## src/rtl/drop_oldest_sample_ring_defines.svh

```systemverilog
// ----------------------------------------------------------------------------
// drop_oldest_sample_ring_defines
// Assertion macros for the drop-oldest sample ring.
// Each macro expands to a labelled concurrent assertion, or to nothing when
// SYNTH is set.
// ----------------------------------------------------------------------------
`ifndef DROP_OLDEST_SAMPLE_RING_DEFINES_SVH
`define DROP_OLDEST_SAMPLE_RING_DEFINES_SVH

`ifndef SYNTH

// Clocked on clk, switched off while rst_n is low.
`define DOSR_ASSERT(label, prop) \
    label: assert property (@(posedge clk) disable iff (!rst_n) (prop)) \
        else $error("dosr assertion failed");

// Clocked on clk, checked during reset as well.
`define DOSR_ASSERT_ALWAYS(label, prop) \
    label: assert property (@(posedge clk) (prop)) \
        else $error("dosr assertion failed");

`else

`define DOSR_ASSERT(label, prop)

`define DOSR_ASSERT_ALWAYS(label, prop)

`endif

`endif

```

## src/rtl/dosr_pkg.sv

```systemverilog
// ----------------------------------------------------------------------------
// dosr_pkg
// Shared codes, field layout and controller/datapath handshake types for the
// drop-oldest sample ring.
// ----------------------------------------------------------------------------
`default_nettype none

package dosr_pkg;

    // Operation codes carried on s_tuser
    localparam logic [1:0] OP_POST  = 2'd0;
    localparam logic [1:0] OP_DRAIN = 2'd1;
    localparam logic [1:0] OP_CLEAR = 2'd2;

    // Result kinds carried on m_tuser
    localparam logic [1:0] KIND_SAMPLE = 2'd0;
    localparam logic [1:0] KIND_DIAG   = 2'd1;
    localparam logic [1:0] KIND_DONE   = 2'd2;

    // Configuration register indexes
    localparam logic [1:0] CFG_SOURCE = 2'd0;
    localparam logic [1:0] CFG_FIELD  = 2'd1;
    localparam logic [1:0] CFG_TYPE   = 2'd2;
    localparam logic [1:0] CFG_FLAGS  = 2'd3;

    localparam int CFG_IDX_W = 2;
    localparam int CFG_DATA_W = 8;

    // Field widths
    localparam int TAG_W    = 36;
    localparam int VALUE_W  = 64;
    localparam int TIME_W   = 32;
    localparam int SLOT_W   = TAG_W + VALUE_W + TIME_W;
    localparam int DRAIN_W  = 6;
    localparam int CNT_W    = 32;

    localparam int IN_TDATA_W  = ((SLOT_W + 7) / 8) * 8;
    localparam int OUT_FIELDS_W = SLOT_W + DRAIN_W + 2 * CNT_W;
    localparam int OUT_TDATA_W = ((OUT_FIELDS_W + 7) / 8) * 8;

    // Commands from controller to datapath
    typedef struct packed {
        logic post;
        logic clear;
        logic drain_start;
        logic rd_issue;
        logic load_sample;
        logic load_diag;
        logic load_done;
    } dosr_cmd_t;

    // Status from datapath to controller
    typedef struct packed {
        logic queued_zero;
        logic queued_one;
        logic drops_changed;
        logic out_free;
    } dosr_stat_t;

endpackage

`default_nettype wire

```

## src/rtl/dosr_ctrl.sv

```systemverilog
// ----------------------------------------------------------------------------
// dosr_ctrl
// Sequencer: takes operations from the input channel and steps a drain
// through sample, diagnostic and done words.
// ----------------------------------------------------------------------------
`default_nettype none

module dosr_ctrl
    import dosr_pkg::*;
(
    input  wire logic       clk,
    input  wire logic       rst_n,
    input  wire logic       s_tvalid,
    input  wire logic [1:0] s_tuser,
    output logic            s_tready,
    input  wire dosr_stat_t stat,
    output dosr_cmd_t       cmd
);

    localparam logic [2:0] S_IDLE   = 3'd0;
    localparam logic [2:0] S_FETCH  = 3'd1;
    localparam logic [2:0] S_SAMPLE = 3'd2;
    localparam logic [2:0] S_DIAG   = 3'd3;
    localparam logic [2:0] S_DONE   = 3'd4;

    logic [2:0] state_reg;
    logic [2:0] state_next;
    logic       accept;

    assign s_tready = (state_reg == S_IDLE);
    assign accept   = s_tvalid && s_tready;

    always_comb
    begin
        state_next = state_reg;
        cmd        = '0;
        case (state_reg)
            S_IDLE:
            begin
                if (accept)
                begin
                    case (s_tuser)
                        OP_POST:  cmd.post = 1'b1;
                        OP_CLEAR: cmd.clear = 1'b1;
                        OP_DRAIN:
                        begin
                            cmd.drain_start = 1'b1;
                            if (!stat.queued_zero)
                                state_next = S_FETCH;
                            else if (stat.drops_changed)
                                state_next = S_DIAG;
                            else
                                state_next = S_DONE;
                        end
                        default: ;
                    endcase
                end
            end
            S_FETCH:
            begin
                cmd.rd_issue = 1'b1;
                state_next   = S_SAMPLE;
            end
            S_SAMPLE:
            begin
                if (stat.out_free)
                begin
                    cmd.load_sample = 1'b1;
                    if (stat.queued_one)
                        state_next = stat.drops_changed ? S_DIAG : S_DONE;
                    else
                        // prefetch the next slot alongside this load
                        cmd.rd_issue = 1'b1;
                end
            end
            S_DIAG:
            begin
                if (stat.out_free)
                begin
                    cmd.load_diag = 1'b1;
                    state_next    = S_DONE;
                end
            end
            S_DONE:
            begin
                if (stat.out_free)
                begin
                    cmd.load_done = 1'b1;
                    state_next    = S_IDLE;
                end
            end
            default: state_next = S_IDLE;
        endcase
    end

    always_ff @(posedge clk or negedge rst_n)
    begin
        if (!rst_n)
            state_reg <= S_IDLE;
        else
            state_reg <= state_next;
    end

endmodule

`default_nettype wire

```

## src/rtl/dosr_datapath.sv

```systemverilog
// ----------------------------------------------------------------------------
// dosr_datapath
// Slot memory, ring pointers, counters, diagnostic registers and the output
// word register.
// ----------------------------------------------------------------------------
`default_nettype none

`include "drop_oldest_sample_ring_defines.svh"

module dosr_datapath
    import dosr_pkg::*;
#(
    parameter int RING_DEPTH = 32
)
(
    input  wire logic                   clk,
    input  wire logic                   rst_n,
    input  wire logic                   cfg_we,
    input  wire logic [CFG_IDX_W-1:0]   cfg_index,
    input  wire logic [CFG_DATA_W-1:0]  cfg_wdata,
    input  wire logic [IN_TDATA_W-1:0]  s_tdata,
    input  wire dosr_cmd_t              cmd,
    output dosr_stat_t                  stat,
    output logic                        m_tvalid,
    input  wire logic                   m_tready,
    output logic [OUT_TDATA_W-1:0]      m_tdata,
    output logic [1:0]                  m_tuser,
    output logic                        m_tlast
);

    localparam int AW = (RING_DEPTH > 1) ? $clog2(RING_DEPTH) : 1;
    localparam int QW = $clog2(RING_DEPTH + 1);
    localparam logic [AW-1:0] LAST_SLOT = AW'(RING_DEPTH - 1);
    localparam logic [QW-1:0] DEPTH_Q   = QW'(RING_DEPTH);

    logic [SLOT_W-1:0] slot_ram [RING_DEPTH];
    logic [SLOT_W-1:0] rdata_reg;
    logic [AW-1:0]     rd_addr;

    logic [AW-1:0]     write_slot_reg;
    logic [AW-1:0]     rd_ptr_reg;
    logic [AW-1:0]     rd_ptr_inc;
    logic [AW-1:0]     tail_slot;
    logic [QW-1:0]     queued_reg;
    logic [QW-1:0]     drained_reg;
    logic [QW-1:0]     ws_ext;
    logic [CNT_W-1:0]  posted_reg;
    logic [CNT_W-1:0]  dropped_reg;
    logic [CNT_W-1:0]  reported_reg;

    logic [7:0]        diag_source_reg;
    logic [7:0]        diag_field_reg;
    logic [3:0]        diag_type_reg;
    logic [7:0]        diag_flags_reg;

    logic              out_valid_reg;
    logic [1:0]        out_kind_reg;
    logic              out_last_reg;
    logic [TAG_W-1:0]  out_tag_reg;
    logic [VALUE_W-1:0] out_value_reg;
    logic [TIME_W-1:0] out_time_reg;
    logic [DRAIN_W-1:0] out_drained_reg;
    logic [CNT_W-1:0]  out_posted_reg;
    logic [CNT_W-1:0]  out_dropped_reg;

    logic              out_load;

    assign rd_ptr_inc = (rd_ptr_reg == LAST_SLOT) ? '0 : rd_ptr_reg + 1'b1;
    assign rd_addr    = cmd.load_sample ? rd_ptr_inc : rd_ptr_reg;

    // oldest slot: write_slot - queued, wrapped into the ring
    assign ws_ext    = QW'(write_slot_reg);
    assign tail_slot = (ws_ext >= queued_reg) ? AW'(ws_ext - queued_reg)
                                              : AW'(ws_ext + DEPTH_Q - queued_reg);

    assign out_load = cmd.load_sample || cmd.load_diag || cmd.load_done;

    assign stat.queued_zero   = (queued_reg == '0);
    assign stat.queued_one    = (queued_reg == QW'(1));
    assign stat.drops_changed = (dropped_reg != reported_reg);
    assign stat.out_free      = !out_valid_reg || m_tready;

    // Slot memory
    always_ff @(posedge clk)
    begin
        if (cmd.post)
            slot_ram[write_slot_reg] <= s_tdata[SLOT_W-1:0];
        if (cmd.rd_issue)
            rdata_reg <= slot_ram[rd_addr];
    end

    // Ring pointers and counters
    always_ff @(posedge clk or negedge rst_n)
    begin
        if (!rst_n)
        begin
            write_slot_reg <= '0;
            rd_ptr_reg     <= '0;
            queued_reg     <= '0;
            drained_reg    <= '0;
            posted_reg     <= '0;
            dropped_reg    <= '0;
            reported_reg   <= '0;
        end
        else if (cmd.clear)
        begin
            write_slot_reg <= '0;
            queued_reg     <= '0;
            posted_reg     <= '0;
            dropped_reg    <= '0;
            reported_reg   <= '0;
        end
        else
        begin
            if (cmd.post)
            begin
                posted_reg     <= posted_reg + 1'b1;
                write_slot_reg <= (write_slot_reg == LAST_SLOT) ? '0
                                                                : write_slot_reg + 1'b1;
                // full ring: overwrite the oldest and count a drop
                if (queued_reg == DEPTH_Q)
                    dropped_reg <= dropped_reg + 1'b1;
                else
                    queued_reg <= queued_reg + 1'b1;
            end
            if (cmd.drain_start)
            begin
                rd_ptr_reg  <= tail_slot;
                drained_reg <= '0;
            end
            if (cmd.load_sample)
            begin
                rd_ptr_reg  <= rd_ptr_inc;
                queued_reg  <= queued_reg - 1'b1;
                drained_reg <= drained_reg + 1'b1;
            end
            if (cmd.load_diag)
                reported_reg <= dropped_reg;
        end
    end

    // Diagnostic record registers, unaffected by a clear
    always_ff @(posedge clk or negedge rst_n)
    begin
        if (!rst_n)
        begin
            diag_source_reg <= '0;
            diag_field_reg  <= '0;
            diag_type_reg   <= '0;
            diag_flags_reg  <= '0;
        end
        else if (cfg_we)
        begin
            case (cfg_index)
                CFG_SOURCE: diag_source_reg <= cfg_wdata;
                CFG_FIELD:  diag_field_reg  <= cfg_wdata;
                CFG_TYPE:   diag_type_reg   <= cfg_wdata[3:0];
                CFG_FLAGS:  diag_flags_reg  <= cfg_wdata;
                default: ;
            endcase
        end
    end

    // Output word register
    always_ff @(posedge clk or negedge rst_n)
    begin
        if (!rst_n)
            out_valid_reg <= 1'b0;
        else if (out_load)
            out_valid_reg <= 1'b1;
        else if (m_tready)
            out_valid_reg <= 1'b0;
    end

    always_ff @(posedge clk)
    begin
        if (out_load)
        begin
            out_posted_reg  <= posted_reg;
            out_dropped_reg <= dropped_reg;
        end
        if (cmd.load_sample)
        begin
            out_kind_reg    <= KIND_SAMPLE;
            out_last_reg    <= 1'b0;
            out_tag_reg     <= rdata_reg[TAG_W-1:0];
            out_value_reg   <= rdata_reg[TAG_W +: VALUE_W];
            out_time_reg    <= rdata_reg[TAG_W + VALUE_W +: TIME_W];
            out_drained_reg <= '0;
        end
        else if (cmd.load_diag)
        begin
            out_kind_reg    <= KIND_DIAG;
            out_last_reg    <= 1'b0;
            out_tag_reg     <= {8'd0, diag_flags_reg, diag_type_reg,
                                diag_field_reg, diag_source_reg};
            out_value_reg   <= {{(VALUE_W - CNT_W){1'b0}}, dropped_reg};
            out_time_reg    <= '0;
            out_drained_reg <= '0;
        end
        else if (cmd.load_done)
        begin
            out_kind_reg    <= KIND_DONE;
            out_last_reg    <= 1'b1;
            out_tag_reg     <= '0;
            out_value_reg   <= '0;
            out_time_reg    <= '0;
            out_drained_reg <= DRAIN_W'(drained_reg);
        end
    end

    assign m_tvalid = out_valid_reg;
    assign m_tuser  = out_kind_reg;
    assign m_tlast  = out_last_reg;
    assign m_tdata  = {{(OUT_TDATA_W - OUT_FIELDS_W){1'b0}},
                       out_dropped_reg, out_posted_reg, out_drained_reg,
                       out_time_reg, out_value_reg, out_tag_reg};

    `DOSR_ASSERT(a_queued_bounded, queued_reg <= DEPTH_Q)
    `DOSR_ASSERT(a_sample_needs_queue, cmd.load_sample |-> (queued_reg != '0))
    `DOSR_ASSERT(a_diag_marks_reported, cmd.load_diag |=> (reported_reg == dropped_reg))
    `DOSR_ASSERT(a_done_is_last, cmd.load_done |=> (m_tvalid && m_tlast))

endmodule

`default_nettype wire

```

## src/rtl/drop_oldest_sample_ring.sv

```systemverilog
// ----------------------------------------------------------------------------
// drop_oldest_sample_ring
// Input channel s_*: one word per operation, code on s_tuser (post, drain,
// clear). Posts and clears are taken one per cycle and give no result; a full
// ring overwrites its oldest sample and counts a drop.
// Output channel m_*: a drain gives the queued samples oldest first, then a
// drop diagnostic word if the drop total moved since the last report, then a
// done word (m_tlast high) carrying the drained count.
// A drain holds the input until its done word is loaded. With m_tready
// high one slot streams per cycle, set by the registered read port of the
// slot memory, after a fetch state at the start; the first sample passes
// the fetch state and the read register before the output register, and
// an empty ring goes straight to the diagnostic or done word.
// The output register lets the next operation be taken while the done word
// still waits. A stalled receiver holds the current word and pauses the drain.
// Reset empties the ring and zeroes counters and diagnostic registers; slot
// contents are left as they are and are only read once written.
// Configuration writes (cfg_we) are registered and should be made while
// the block is idle.
// ----------------------------------------------------------------------------
`default_nettype none

module drop_oldest_sample_ring
    import dosr_pkg::*;
#(
    parameter int RING_DEPTH = 32
)
(
    input  wire logic                   clk,
    input  wire logic                   rst_n,
    input  wire logic                   cfg_we,
    input  wire logic [CFG_IDX_W-1:0]   cfg_index,
    input  wire logic [CFG_DATA_W-1:0]  cfg_wdata,
    input  wire logic                   s_tvalid,
    output logic                        s_tready,
    // source[7:0] field[15:8] type[19:16] flags[27:20] exponent[35:28]
    // value[99:36] time[131:100], zero pad above
    input  wire logic [IN_TDATA_W-1:0]  s_tdata,
    // operation[1:0]
    input  wire logic [1:0]             s_tuser,
    output logic                        m_tvalid,
    input  wire logic                   m_tready,
    // source[7:0] field[15:8] type[19:16] flags[27:20] exponent[35:28]
    // value[99:36] time[131:100] drained_count[137:132] posted_total[169:138]
    // dropped_total[201:170], zero pad above
    output logic [OUT_TDATA_W-1:0]      m_tdata,
    // result_kind[1:0]
    output logic [1:0]                  m_tuser,
    // last_of_run
    output logic                        m_tlast
);

    dosr_cmd_t  cmd;
    dosr_stat_t stat;

    dosr_ctrl u_ctrl (
        .clk      (clk),
        .rst_n    (rst_n),
        .s_tvalid (s_tvalid),
        .s_tuser  (s_tuser),
        .s_tready (s_tready),
        .stat     (stat),
        .cmd      (cmd)
    );

    dosr_datapath #(
        .RING_DEPTH (RING_DEPTH)
    ) u_datapath (
        .clk       (clk),
        .rst_n     (rst_n),
        .cfg_we    (cfg_we),
        .cfg_index (cfg_index),
        .cfg_wdata (cfg_wdata),
        .s_tdata   (s_tdata),
        .cmd       (cmd),
        .stat      (stat),
        .m_tvalid  (m_tvalid),
        .m_tready  (m_tready),
        .m_tdata   (m_tdata),
        .m_tuser   (m_tuser),
        .m_tlast   (m_tlast)
    );

endmodule

`default_nettype wire
```

## config.mk

```make
export PLATFORM = sky130hd
export DESIGN_NAME = drop_oldest_sample_ring
export DESIGN_NICKNAME = d
export VERILOG_FILES = /design/src/rtl/dosr_pkg.sv /design/src/rtl/dosr_ctrl.sv /design/src/rtl/dosr_datapath.sv /design/src/rtl/drop_oldest_sample_ring.sv
export VERILOG_INCLUDE_DIRS = /design/src /design/src/rtl
export SDC_FILE = /design/constraint.sdc
export NUM_CORES = 2
export LEC_CHECK = 0
export BUFFER_PORTS_ARGS = -buffer_cell sky130_fd_sc_hd__buf_2
export CORE_UTILIZATION = 35
export CTS_BUF_LIST = sky130_fd_sc_hd__clkbuf_8
export DETAILED_ROUTE_END_ITERATION = 7
export MAX_ROUTING_LAYER = met4
export PLACE_DENSITY = 0.48
export SLEW_MARGIN = 0
export SYNTH_ARGS = -nofsm -noshare
export SYNTH_HDL_FRONTEND = slang
export SYNTH_HIERARCHICAL = 1
export SYNTH_MEMORY_MAX_BITS = 65536
export SYNTH_SLANG_ARGS = --single-unit
```

## constraint.sdc

```tcl
create_clock -name clk -period 9.2 [get_ports clk]
set_input_delay 1.38 -clock clk [delete_from_list [all_inputs] [get_ports clk]]
set_output_delay 1.38 -clock clk [all_outputs]
set_load 0.02 [all_outputs]
```

==> flow_summary.toml <==
[setup_path]
critical_path_buf_inv_count = 3
setup.worst_path.end_class = "flip-flop"
cp_max_fo = 45
cp.depth = 11
worstSetupStartpointType = "flip-flop"
cp.arrival_ns = 6.60
max_stage_delay_ns = 0.89
r2r_cells = 11
crit_top_cell = "buf_4"
cp_top_family = "simple AND/OR/NAND/NOR gates"
path_cells = "buf_4 > ha_1 > and3_1 > ha_1 > or3b_4 > buf_4 > nand2_4 > nand2_4 > buf_4 > o32ai_1 > o22ai_1"
critical-path-slowest-cell = "nand2_4"
rrSetupSlack_ns = 3.62
r2r_end = "u_datapath/rdata_reg[77]"
crit_type = "flip-flop to flip-flop"
cp_data_required_time_ns = 10.23
r2r-start = "u_datapath/rd_ptr_reg[0]"

[finish]
fin_nets = 14175
syn2layout_area_growth_pct = 13.13
layout-drive-gt1-share_pct = 11.30
largest_register_ffs = 4224

[sta]
hold_viol_final = 0
period_needed_ns = 5.576
maxSlewViolCount = 0
tns_ns = 0
clock_skew_ns = 0.06753
worstMarginPinSlew_ns = 1.375
period_share_pct = 60.61
fmax_mhz = 179.3
relSlewSlack_pct = 8.130
finalSetupViolations = 0
grt_setup_unrepaired = "no"

[synthesis]
syn_avg_cell_area_um2 = 13.77
yosysMostFrequentCell = "edfxtp_1"
netlist_instances = 13516
synth_edf_count = 4552
synthTopCellsByCount = "4552 x edfxtp_1, 2419 x nand2_1, 1295 x nor2_1"
netlist_area_um2 = 186200
synthArstFlopShare_pct = 3.185
ys_types = 81
synth_top_area_share_pct = 73.42
ys.flop_type = "edfxtp_1"
yosys_warnings = 6
synth.area.top_cells = "edfxtp_1 73%, nand2_1 4.9%, nor2_1 2.6%"
ys_seq_area_share_pct = 75.52
synth-seq-cells = 4710
synth_top_cell_by_area = "edfxtp_1"

[cts]
cts_buffer_depth = 4
cts.htree.levels = 6
tritoncts = "built"
numCtsBuffers = 794
worstSkewPairLatency_ns = 1.33
post_cts_resized = 0
cts_num_sinks = 4710
root_buffer = "clkbuf_8"
cts.clk_slew.worst_paths_ns = 0.06

[power]
vdd_drop_max_mv = 0.3427
combPwrFrac_pct = 36.8
finalPower_w = 0.06744
internal-power_w = 0.04011
sw_frac_of_total_pct = 40.53
p_leak_nw = 70.21
powerDensity_nw_per_um2 = 320.2
seqPwrFrac_pct = 37.8
switching_power_w = 0.02733
clkPwrFrac_pct = 25.3

[min_path]
hold_class = "primary input to flip-flop"
hold_start = "cfg_wdata[6]"
worstHoldEndpoint = "u_datapath/diag_flags_reg[6]"
holdPathStages = 2

[placed_design]
place.detailed.hpwl_um = 312000
gp_congestion = 0.7574
io_buffers = 355

[drt]
drt_iter0_markers = 12029
ant_nets = 0
wirelength_um = 636800
vias_per_cell = 5.561
dr.pass1.iters = 6
detail_route.wl_per_cell_um = 29.37
post-route-drc-count = 0
num_vias = 120541

[grt]
grt_pass1_vias = 115405
track_usage_pct = 23.77
grt_pass1_wl_um = 887500
grt.overflow.total = 0
grt_antenna_before_repair = 102
grt_max_degree = 136

[floorplanning]
dieHeight_um = 731.3
die_area_um2 = 534800
rows = 267
ios = 366
die_w_um = 731.3
start_util_pct = 35.18
core_area_um2 = 529200

[flow_run]
maxCapViolations = 0

[status]
status = "complete, no violations"
==> placed cells by master, fill, tap and decap left out, drive strengths merged, types with 276 or more instances in the layout <==
| master | instances |
|---|---|
| a21oi | 598 |
| and3 | 276 |
| nand3 | 290 |
| nand2 | 2419 |
| a211oi | 277 |
| inv | 336 |
| clkbuf | 807 |
| edfxtp | 4552 |
| o21ai | 715 |
| buf | 624 |
| nor2 | 1295 |
==> worst max path at each step <==
stage | from | to
finish | u_datapath/rd_ptr_reg[0] | u_datapath/rdata_reg[77]
global route | u_datapath/rd_ptr_reg[0] | u_datapath/rdata_reg[77]
CTS | u_datapath/rd_ptr_reg[0] | u_datapath/rdata_reg[77]
detailed placement | m_tready | u_datapath/rdata_reg[24]
global placement | m_tready | u_datapath/rdata_reg[24]
floorplan | s_tuser[1] | u_datapath/slot_ram[28][0]
==> cell type report <==
type / instances / area (µm²)
fill: 49838 / 318600
antenna: 69 / 172.7
clock inverter: 601 / 2952
tap: 6994 / 8751
multi-input combinational: 7847 / 42080
timing repair buffer: 625 / 4851
clock buffer: 807 / 11110
sequential: 4710 / 140600
inverter: 25 / 96.34
==> worst reg2reg max path, delay by kind of cell, from the launching register on <==
| kind | cells | cell delay, ns |
|---|---|---|
| adders and majority gates | 2 | 0.66 |
| buffers and inverters | 3 | 1.06 |
| DFF | 1 | 0.36 |
| and+or+nand+nor | 4 | 2.24 |
| AOI/OAI and AO/OA | 2 | 0.96 |
==> kinds of logic (layout without fill, tap and decap cells) <==
| logic type | Yosys count | count (layout) | synth area share, % |
|---|---|---|---|
| compound gates | 2997 | 2997 | 10.87 |
| xor+xnor | 95 | 95 | 0.4469 |
| fa+ha+maj | 19 | 19 | 0.1317 |
| buf+inv | 964 | 2058 | 2.122 |
| flops | 4710 | 4710 | 75.52 |
| mux | 60 | 60 | 0.3569 |
| other cells | 1 | 75 | 0.002014 |
| simple gates | 4670 | 4670 | 10.54 |
==> metrics by stage <==
stage	std cells	area [µm²]	worst slack, ns	hold slack [ns]	utilization [%]
floorplan	13521	186200	0.6282	0.4231	-
global placement	20200	196400	2.756	0.4619	37.11
detailed placement	20200	196400	2.755	0.4677	37.11
CTS	21609	210400	3.587	0.2000	39.77
global route	21666	210600	3.435	0.2689	39.79
finish	21678	210600	3.624	0.3548	39.80
==> repair_timing <==
item / in CTS / in global routing
hold endpoints to repair: 53 / 0
hold buffers: 1 / 0
buffers inserted: 0 / 0
==> power by group through the flow <==
stage | Sequential (W) | Clock, W | Combinational, W
floorplan | 0.0260 | 0 | 0.0148
global placement | 0.0260 | 0 | 0.0247
detailed placement | 0.0259 | 0 | 0.0248
CTS | 0.0255 | 0.0175 | 0.0248
global route | 0.0256 | 0.0184 | 0.0267
finish | 0.0255 | 0.0171 | 0.0248
==> metal layers <==
layer | wire length [µm] | GRT usage, % | part of all wire [%]
met5 | 0 | - | 0
met4 | 15910 | 5.846 | 2.5
met3 | 47980 | 4.021 | 7.5
met2 | 287100 | 36.24 | 45
met1 | 285800 | 33.21 | 45
Note: power is estimated with default switching activity, not from simulation.
